[src/bp2l_ram.sv]
// Generic single-port-write, single-port-read synchronous RAM with registered read.
// Depends on nothing.
`timescale 1ns / 1ps

module bp2l_ram #(
	parameter int WIDTH = 8,
	parameter int DEPTH = 16
) (
	input  logic                     clk,
	input  logic                     we,
	input  logic [$clog2(DEPTH)-1:0] waddr,
	input  logic [WIDTH-1:0]         wdata,
	input  logic                     re,
	input  logic [$clog2(DEPTH)-1:0] raddr,
	output logic [WIDTH-1:0]         rdata
);

	logic [WIDTH-1:0] mem [DEPTH];

	always_ff @(posedge clk) begin
		if (we)
			mem[waddr] <= wdata;
		if (re)
			rdata <= mem[raddr];
	end

endmodule

[config.mk]
export PLATFORM = sky130hd
export DESIGN_NAME = bp2l_ram
export DESIGN_NICKNAME = d
export VERILOG_FILES = /design/src/bp2l_ram.sv
export SDC_FILE = /design/constraint.sdc
export NUM_CORES = 1
export LEC_CHECK = 0
export BUFFER_PORTS_ARGS = -buffer_cell sky130_fd_sc_hd__buf_2
export CORE_MARGIN = 2
export CORE_UTILIZATION = 50
export DETAILED_ROUTE_END_ITERATION = 6
export HOLD_SLACK_MARGIN = 0.02
export PLACE_DENSITY = 0.75
export SYNTH_ARGS = -nofsm -noshare
export SYNTH_HDL_FRONTEND = slang
export SYNTH_SLANG_ARGS = --single-unit
[constraint.sdc]
create_clock -name clk -period 1.9 [get_ports clk]
set_input_delay 0.38 -clock clk [delete_from_list [all_inputs] [get_ports clk]]
set_output_delay 0.38 -clock clk [all_outputs]
set_load 0.005 [all_outputs]
# ---- After elaboration in Yosys (flattened, before gate mapping)
# Memory sizes are Yosys's and may differ from the RTL's. A register that Yosys moved wholly into a read port is not among the register bits.
# Cells that the tools add are included.
dict set report classes {
  muxes 2
}
# operator n
set op_table {}
lappend op_table {{$mux W1} 2}
dict set report word_totals {
  reg_bits 0
  mem_bits_rw 128
  in_bits 19
  out_inout_bits 8
  wordCells 3
  memories 1
}
# name words width rd rd_ports_with_merged_regs write_ports line_no
set memory_table {}
lappend memory_table {mem 16 8 1 1 1 18} ;# logic [WIDTH-1:0] mem [DEPTH];

# ---- Logic depth before layout (Yosys ltp)
# Gate-level depths: netlist of the first run.
dict set report logic_depth {
  ltp_word 2
  ltp_mapped 5
  ltp_nobuf 3
}

# ---- Worst setup path after synthesis of the first run
# No wires, ideal clock.
dict set report synth_path {
  path_kind {in2reg}
  from {in waddr[2]}
  to {mem mem[0][0] (enable)}
  setup_time_ps 383
  t_arrival_ps 1490
  required_ps 1517
  setup_slack_ps 27
  path_stages 2
  n_path_buf 0
  cell_sequence {or3b_2 nor3_1}
}
# element line_no
set synth_rtl {}
lappend synth_rtl {{from (decl)} 11} ;# input logic [$clog2(DEPTH)-1:0] waddr,
lappend synth_rtl {{to (decl)} 18}
# No word-level cell before the write port.

==> results.cfg, run 1 <==
[power_and_ir_drop]
p_seq_share_pct = 49.1
ir_worst_vdd_mv = 0.516
leakagePower_nw = 2.14
combPwrFrac_pct = 4.7
p_int_w = 0.00562
clockPowerShare_pct = 46.2
p_sw_share_pct = 18.8
p_switching_w = 0.00130
p_per_area_mw_per_mm2 = 1110

[final_layout]
n_fill_cell = 691
syn_to_final_growth_pct = 19.6
nets = 307
drive_gt1_share_pct = 32.1
multiInputGateArea_mm2 = 0.00106
fin_util_pct = 61.1
seqCellArea_mm2 = 0.00408

[cts]
root_buffer = clkbuf_8
clockBufferDepth = 2
cts_tree = done
numCtsBuffers = 17
cts_resized = 0
clk_pin_slew_ns = 0.06
cts_setup_buffers = 0
insertion_delay_ns = 0.52
cts_sinks = 136
ctsHtreeMaxLevel = 4
postCtsHoldBufs = 0

[worst_hold_path]
hold_start = re
min_to = rdata[2]
hp-class = in -> reg
holdPathStages = 1

[yosys]
ys.flop_type = edfxtp_1
synth-seq-cells = 136
synth.top_cells.by_count = edfxtp_1, mux4_2, a22oi_1, mux4_1, nor2_1
post_synth.cell_area_avg_um2 = 22.8
yosysMostFrequentCell = edfxtp_1
syn_nets = 248
ys_seq_area_share_pct = 78.1
ys_warn_count = 0
syn_area_mm2 = 0.00523
ys_types = 18
synth_top_area_share_pct = 78.1
synth-edff-count = 136
ys_async_sr_fraction_pct = 0
synth_top_area_cell = edfxtp_1
syn_inst = 229
synth.area.top_cells = edfxtp_1, mux4_2, mux4_1

[placed_design]
routabilityCongestion = 0.738
pre_cts_ws_ns = -0.0909
dp_hpwl_mm = 6.29
numPortBuffers = 26

[setup_path]
critPathRequiredTime_ns = 2.16
r2r_setup_slack_ns = 0.42
worstSetupPathType = reg -> reg
path_max_fanout = 1
critical_path.endpoint_type = flop
arrival_ns = 1.74
crit_path_start_kind = flop
reg2reg_from = mem[0][0]
r2r_cells = 3
rr_endpoint = rdata[0]

[floorplan]
dieArea_mm2 = 0.0113
num_rows = 37
die_w_um = 106
core_mm2 = 0.0102
pin_count = 27
start_util_pct = 51.1
die_h_um = 106

[routing]
firstDrtPassIters = 4
num_vias = 2550
wl_mm = 9.90
drtAntennaViolNets = 0
drc = 0
drtIter0Drc = 196
wl_per_cell_um = 22.7
via_per_inst = 5.85

[timing]
hold_viol = 0
fmax_ghz = 0.674
setup_ws_ns = 0.415
slew_viol_final = 0
fin_crit_ns = 1.48
setup_viol = 0
slew_headroom_pct = 73.0
finalCritPeriodShare_pct = 78.1
skew_ns = 0.00373
worst_pin_slew_ns = 0.406
hold-worst-slack_ns = 0.237
rsz0062_at_grt = false

[global_routing]
grt_first_pass_wirelength_mm = 15.1
grt_overflow = 0
grt_pass1_vias = 2622
grt_max_degree = 33
antenna_found_initial = 1
grt.total_usage_pct = 19.2

[status]
outcome = completed

[run]
cap_violations = 0
[logic make-up after synthesis]
family          count (synthesis)  synth area share (%)
compound gates                 16                  2.30
simple gates                   35                  3.14
buf+inv                        10                  1.65
flops                         136                  78.1
mux                            32                  14.8
[state kept, by name (all words and copies together) (netlist names)]
name,cells
mem,128
rdata,8
[per-layer routing]
layer	vias to the layer above	global-route usage (%)	routed length, µm
met5	-	0	0
met4	0	9.68	229
met3	22	4.11	630
met2	120	30.4	5070
met1	1311	25.3	3970
li1	1097	-	-
[cell usage in the layout (no fill, tap or decap)]
master	instances
edfxtp_1	136
buf_2	26
buf_4	20
mux4_2	18
a22oi_1	16
clkbuf_16	16
mux4_1	14
nor2_1	13
nand2_1	9
clkinv_2	5
nor3_1	4
bufinv_16	4
buf_12	4
nand3b_1	2
nand2b_1	2
clkbuf_1	2
diode_2	1
nor2b_1	1
and2_1	1
and2b_1	1
nand3_1	1
or3b_2	1
clkbuf_8	1
clkinv_1	1
clkinvlp_4	1
[area by class of cell]
class | instances | area share (%)
diodes | 1 | 0.0400
clock buffers | 19 | 6.74
clock inverters | 11 | 2.50
multi-input cells | 83 | 16.9
flip-flops and latches | 136 | 65.3
well taps | 136 | 2.72
repair buffers | 50 | 5.76
[worst max-delay path by stage]
stage              start        end  slack, ns  cells past startpoint
4_1_cts        mem[0][0]   rdata[0]       0.40                      3
2_1_floorplan   waddr[2]  mem[0][0]       0.03                      2
3_3_place_gp    raddr[0]   rdata[3]      -0.09                      6
5_1_grt        mem[1][5]   rdata[5]       0.35                      3
3_5_place_dp    raddr[0]   rdata[3]      -0.09                      6
6_report       mem[0][0]   rdata[0]       0.42                      3
[power groups by stage]
stage	clock, W	combinational [W]	sequential [W]
after floorplan	0	0.000171	0.00346
after detailed placement	0	0.000325	0.00346
after global placement	0	0.000314	0.00346
final	0.00320	0.000324	0.00340
after CTS	0.00323	0.000327	0.00340
after global routing	0.00335	0.000347	0.00340
[critical path: stages (launching register included)]
cell and delay (ns):
edfxtp_1 0.38, mux4_1 0.51, a22oi_1 0.24, nand2_1 0.10
[stage by stage]
step	instance area, µm²	instances	setup TNS (ns)	total power (W)
global route	6250	436	0	0.00710
detailed placement	5670	405	-0.240	0.00378
floorplan	5230	229	0	0.00363
finish	6250	436	0	0.00692
CTS	6250	435	0	0.00696
global placement	5670	405	-0.188	0.00377
Power figures use the tool's default switching activity.
==> run 2: changes to the inputs <==
ABC_AREA = 1   (was default)
PLACE_DENSITY = 0.72   (was 0.75)
clock period = 1.6 ns   (was 1.9 ns; I/O delays follow)
==> results.cfg, run 2 <==
[global_routing]
grt_first_pass_wirelength_mm = 20.1
grt.total_usage_pct = 21.6
grt_overflow = 0
grt_pass1_vias = 3728
grt_max_degree = 40
antenna_found_initial = 0

[timing]
hold_viol = 0
rsz0062_at_grt = false
fin_crit_ns = 1.32
finalCritPeriodShare_pct = 82.6
worst_pin_slew_ns = 0.614
slew_viol_final = 0
finalSetupTns_ns = 0
fmax_ghz = 0.757
skew_ns = 0.0120
slew_headroom_pct = 59.0
setup_viol = 0

[final_layout]
largest_registers = mem: 128 flops, rdata: 8 flops
nets = 615
final_cells = 750
largest_reg_flops = 128
most-common-layout-cells = nand2_1, edfxtp_1, inv_1
syn_to_final_growth_pct = 15.4
layout_commonest_cell = nand2_1
n_fill_cell = 931
largest-register = mem
antenna_cells = 0
drive_gt1_share_pct = 13.0

[power_and_ir_drop]
ir_worst_vdd_mv = 0.616
p_int_w = 0.00641
p_seq_share_pct = 49.5
combPwrFrac_pct = 6.0
leakagePower_nw = 2.93
clockPowerShare_pct = 44.5
p_per_area_mw_per_mm2 = 1210
p_switching_w = 0.00175
p_sw_share_pct = 21.4
power.total_w = 0.00816

[yosys]
syn_nets = 570
ys.flop_type = edfxtp_1
ys_seq_area_share_pct = 69.8
ys_warn_count = 0
synth.area.top_cells = edfxtp_1, nand2_1, nand3_1
synth-seq-cells = 136
yosysMostFrequentCell = nand2_1
synth-edff-count = 136
synth_top_area_share_pct = 69.8
syn_area_mm2 = 0.00585
synth.top_cells.by_count = nand2_1, edfxtp_1, inv_1, nand3_1, nor2_1
synth_top_area_cell = edfxtp_1
ys_types = 11
syn_inst = 551
ys_async_sr_fraction_pct = 0
post_synth.cell_area_avg_um2 = 10.6

[cts]
ctsHtreeMaxLevel = 4
cts_tree = done
cts_sinks = 136
root_buffer = clkbuf_16
clockBufferDepth = 2
clk_pin_slew_ns = 0.06
cts_resized = 0
insertion_delay_ns = 0.42
postCtsHoldBufs = 0
cts_setup_buffers = 0
numCtsBuffers = 17

[placed_design]
dp_hpwl_mm = 7.85
dp.cells = 720
routabilityCongestion = 0.935
numPortBuffers = 26

[routing]
wl_per_cell_um = 17.2
num_vias = 3871
wl_mm = 12.9
drtAntennaViolNets = 0
drtIter0Drc = 564
firstDrtPassIters = 5
drc = 0
via_per_inst = 5.16

[setup_path]
critPathRequiredTime_ns = 1.28
critical_path.endpoint_type = primary output
crit_family = flip-flops
max_stage_delay_ns = 0.43
crit_path_top_delay_cell = edfxtp_1
crit_path_start_kind = flop
path_max_fanout = 1
worstSetupPathType = reg -> out
worstPathCellList = buf_2
arrival_ns = 1.00
path_buf_inv = 1

[status]
outcome = completed

[floorplan]
dieArea_mm2 = 0.0126
num_rows = 39
die_h_um = 112
pin_count = 27
die_w_um = 112
start_util_pct = 51.2
core_mm2 = 0.0114

[run]
cap_violations = 0

[worst_hold_path]
hp-class = in -> reg
run 2: cell count changes after synthesis, sizes merged, moves of 16 or more:
cell	change
inv	+102
buf	+17
a22oi	-16
nand3	+96
nand2	+164
mux4	-32
run 2: routing by layer:
layer / up-vias / track usage (%) / routed length [µm]
met5: - / 0 / 0
met4: 0 / 9.43 / 352
met3: 28 / 6.05 / 1110
met2: 167 / 33.5 / 6190
met1: 1811 / 28.7 / 5240
li1: 1865 / - / -
run 2: logic make-up after synthesis:
group | count (synthesis) | share of synthesized area (%)
flip-flops | 136 | 69.8
buffers and inverters | 126 | 9.39
AND/OR/NAND/NOR | 289 | 20.8
run 2: path summary, 6_finish.rpt:
path / start / to / slack (ns) / cells past startpoint
hold reg to reg: mem[14][4] / rdata[4] / 0.75 / 6
setup reg to reg: mem[1][7] / rdata[7] / 0.43 / 6
setup / recovery: rdata[2] / rdata[2] / 0.28 / 1
hold / removal: re / rdata[1] / 0.25 / 1
run 2: cell type report:
type / count / area [µm²] / area share [%]
Clock buffer: 19 / 433 / 6.41
Sequential cell: 136 / 4080 / 60.5
Multi-Input combinational cell: 289 / 1210 / 18.0
Inverter: 102 / 383 / 5.67
Timing Repair Buffer: 50 / 348 / 5.15
Clock inverter: 11 / 109 / 1.61
Tap cell: 143 / 179 / 2.65
run 2: stage by stage:
stage	utilization, %	area, µm²	setup slack [ns]	hold slack [ns]
6_report	59.1	6750	0.278	0.255
4_1_cts	59.1	6750	0.271	0.250
5_1_grt	59.1	6750	0.259	0.252
3_5_place_dp	54.4	6210	0.0196	0.688
2_1_floorplan	-	5850	0.329	0.419
3_3_place_gp	54.4	6210	0.0638	0.679
run 2: power by group through the flow:
| stage | Clock (W) | Combinational (W) | Sequential, W |
|---|---|---|---|
| after floorplan | 0 | 0.000281 | 0.00411 |
| after global placement | 0 | 0.000471 | 0.00411 |
| after detailed placement | 0 | 0.000487 | 0.00411 |
| after CTS | 0.00366 | 0.000491 | 0.00404 |
| after global routing | 0.00382 | 0.000544 | 0.00404 |
| final | 0.00363 | 0.000491 | 0.00404 |
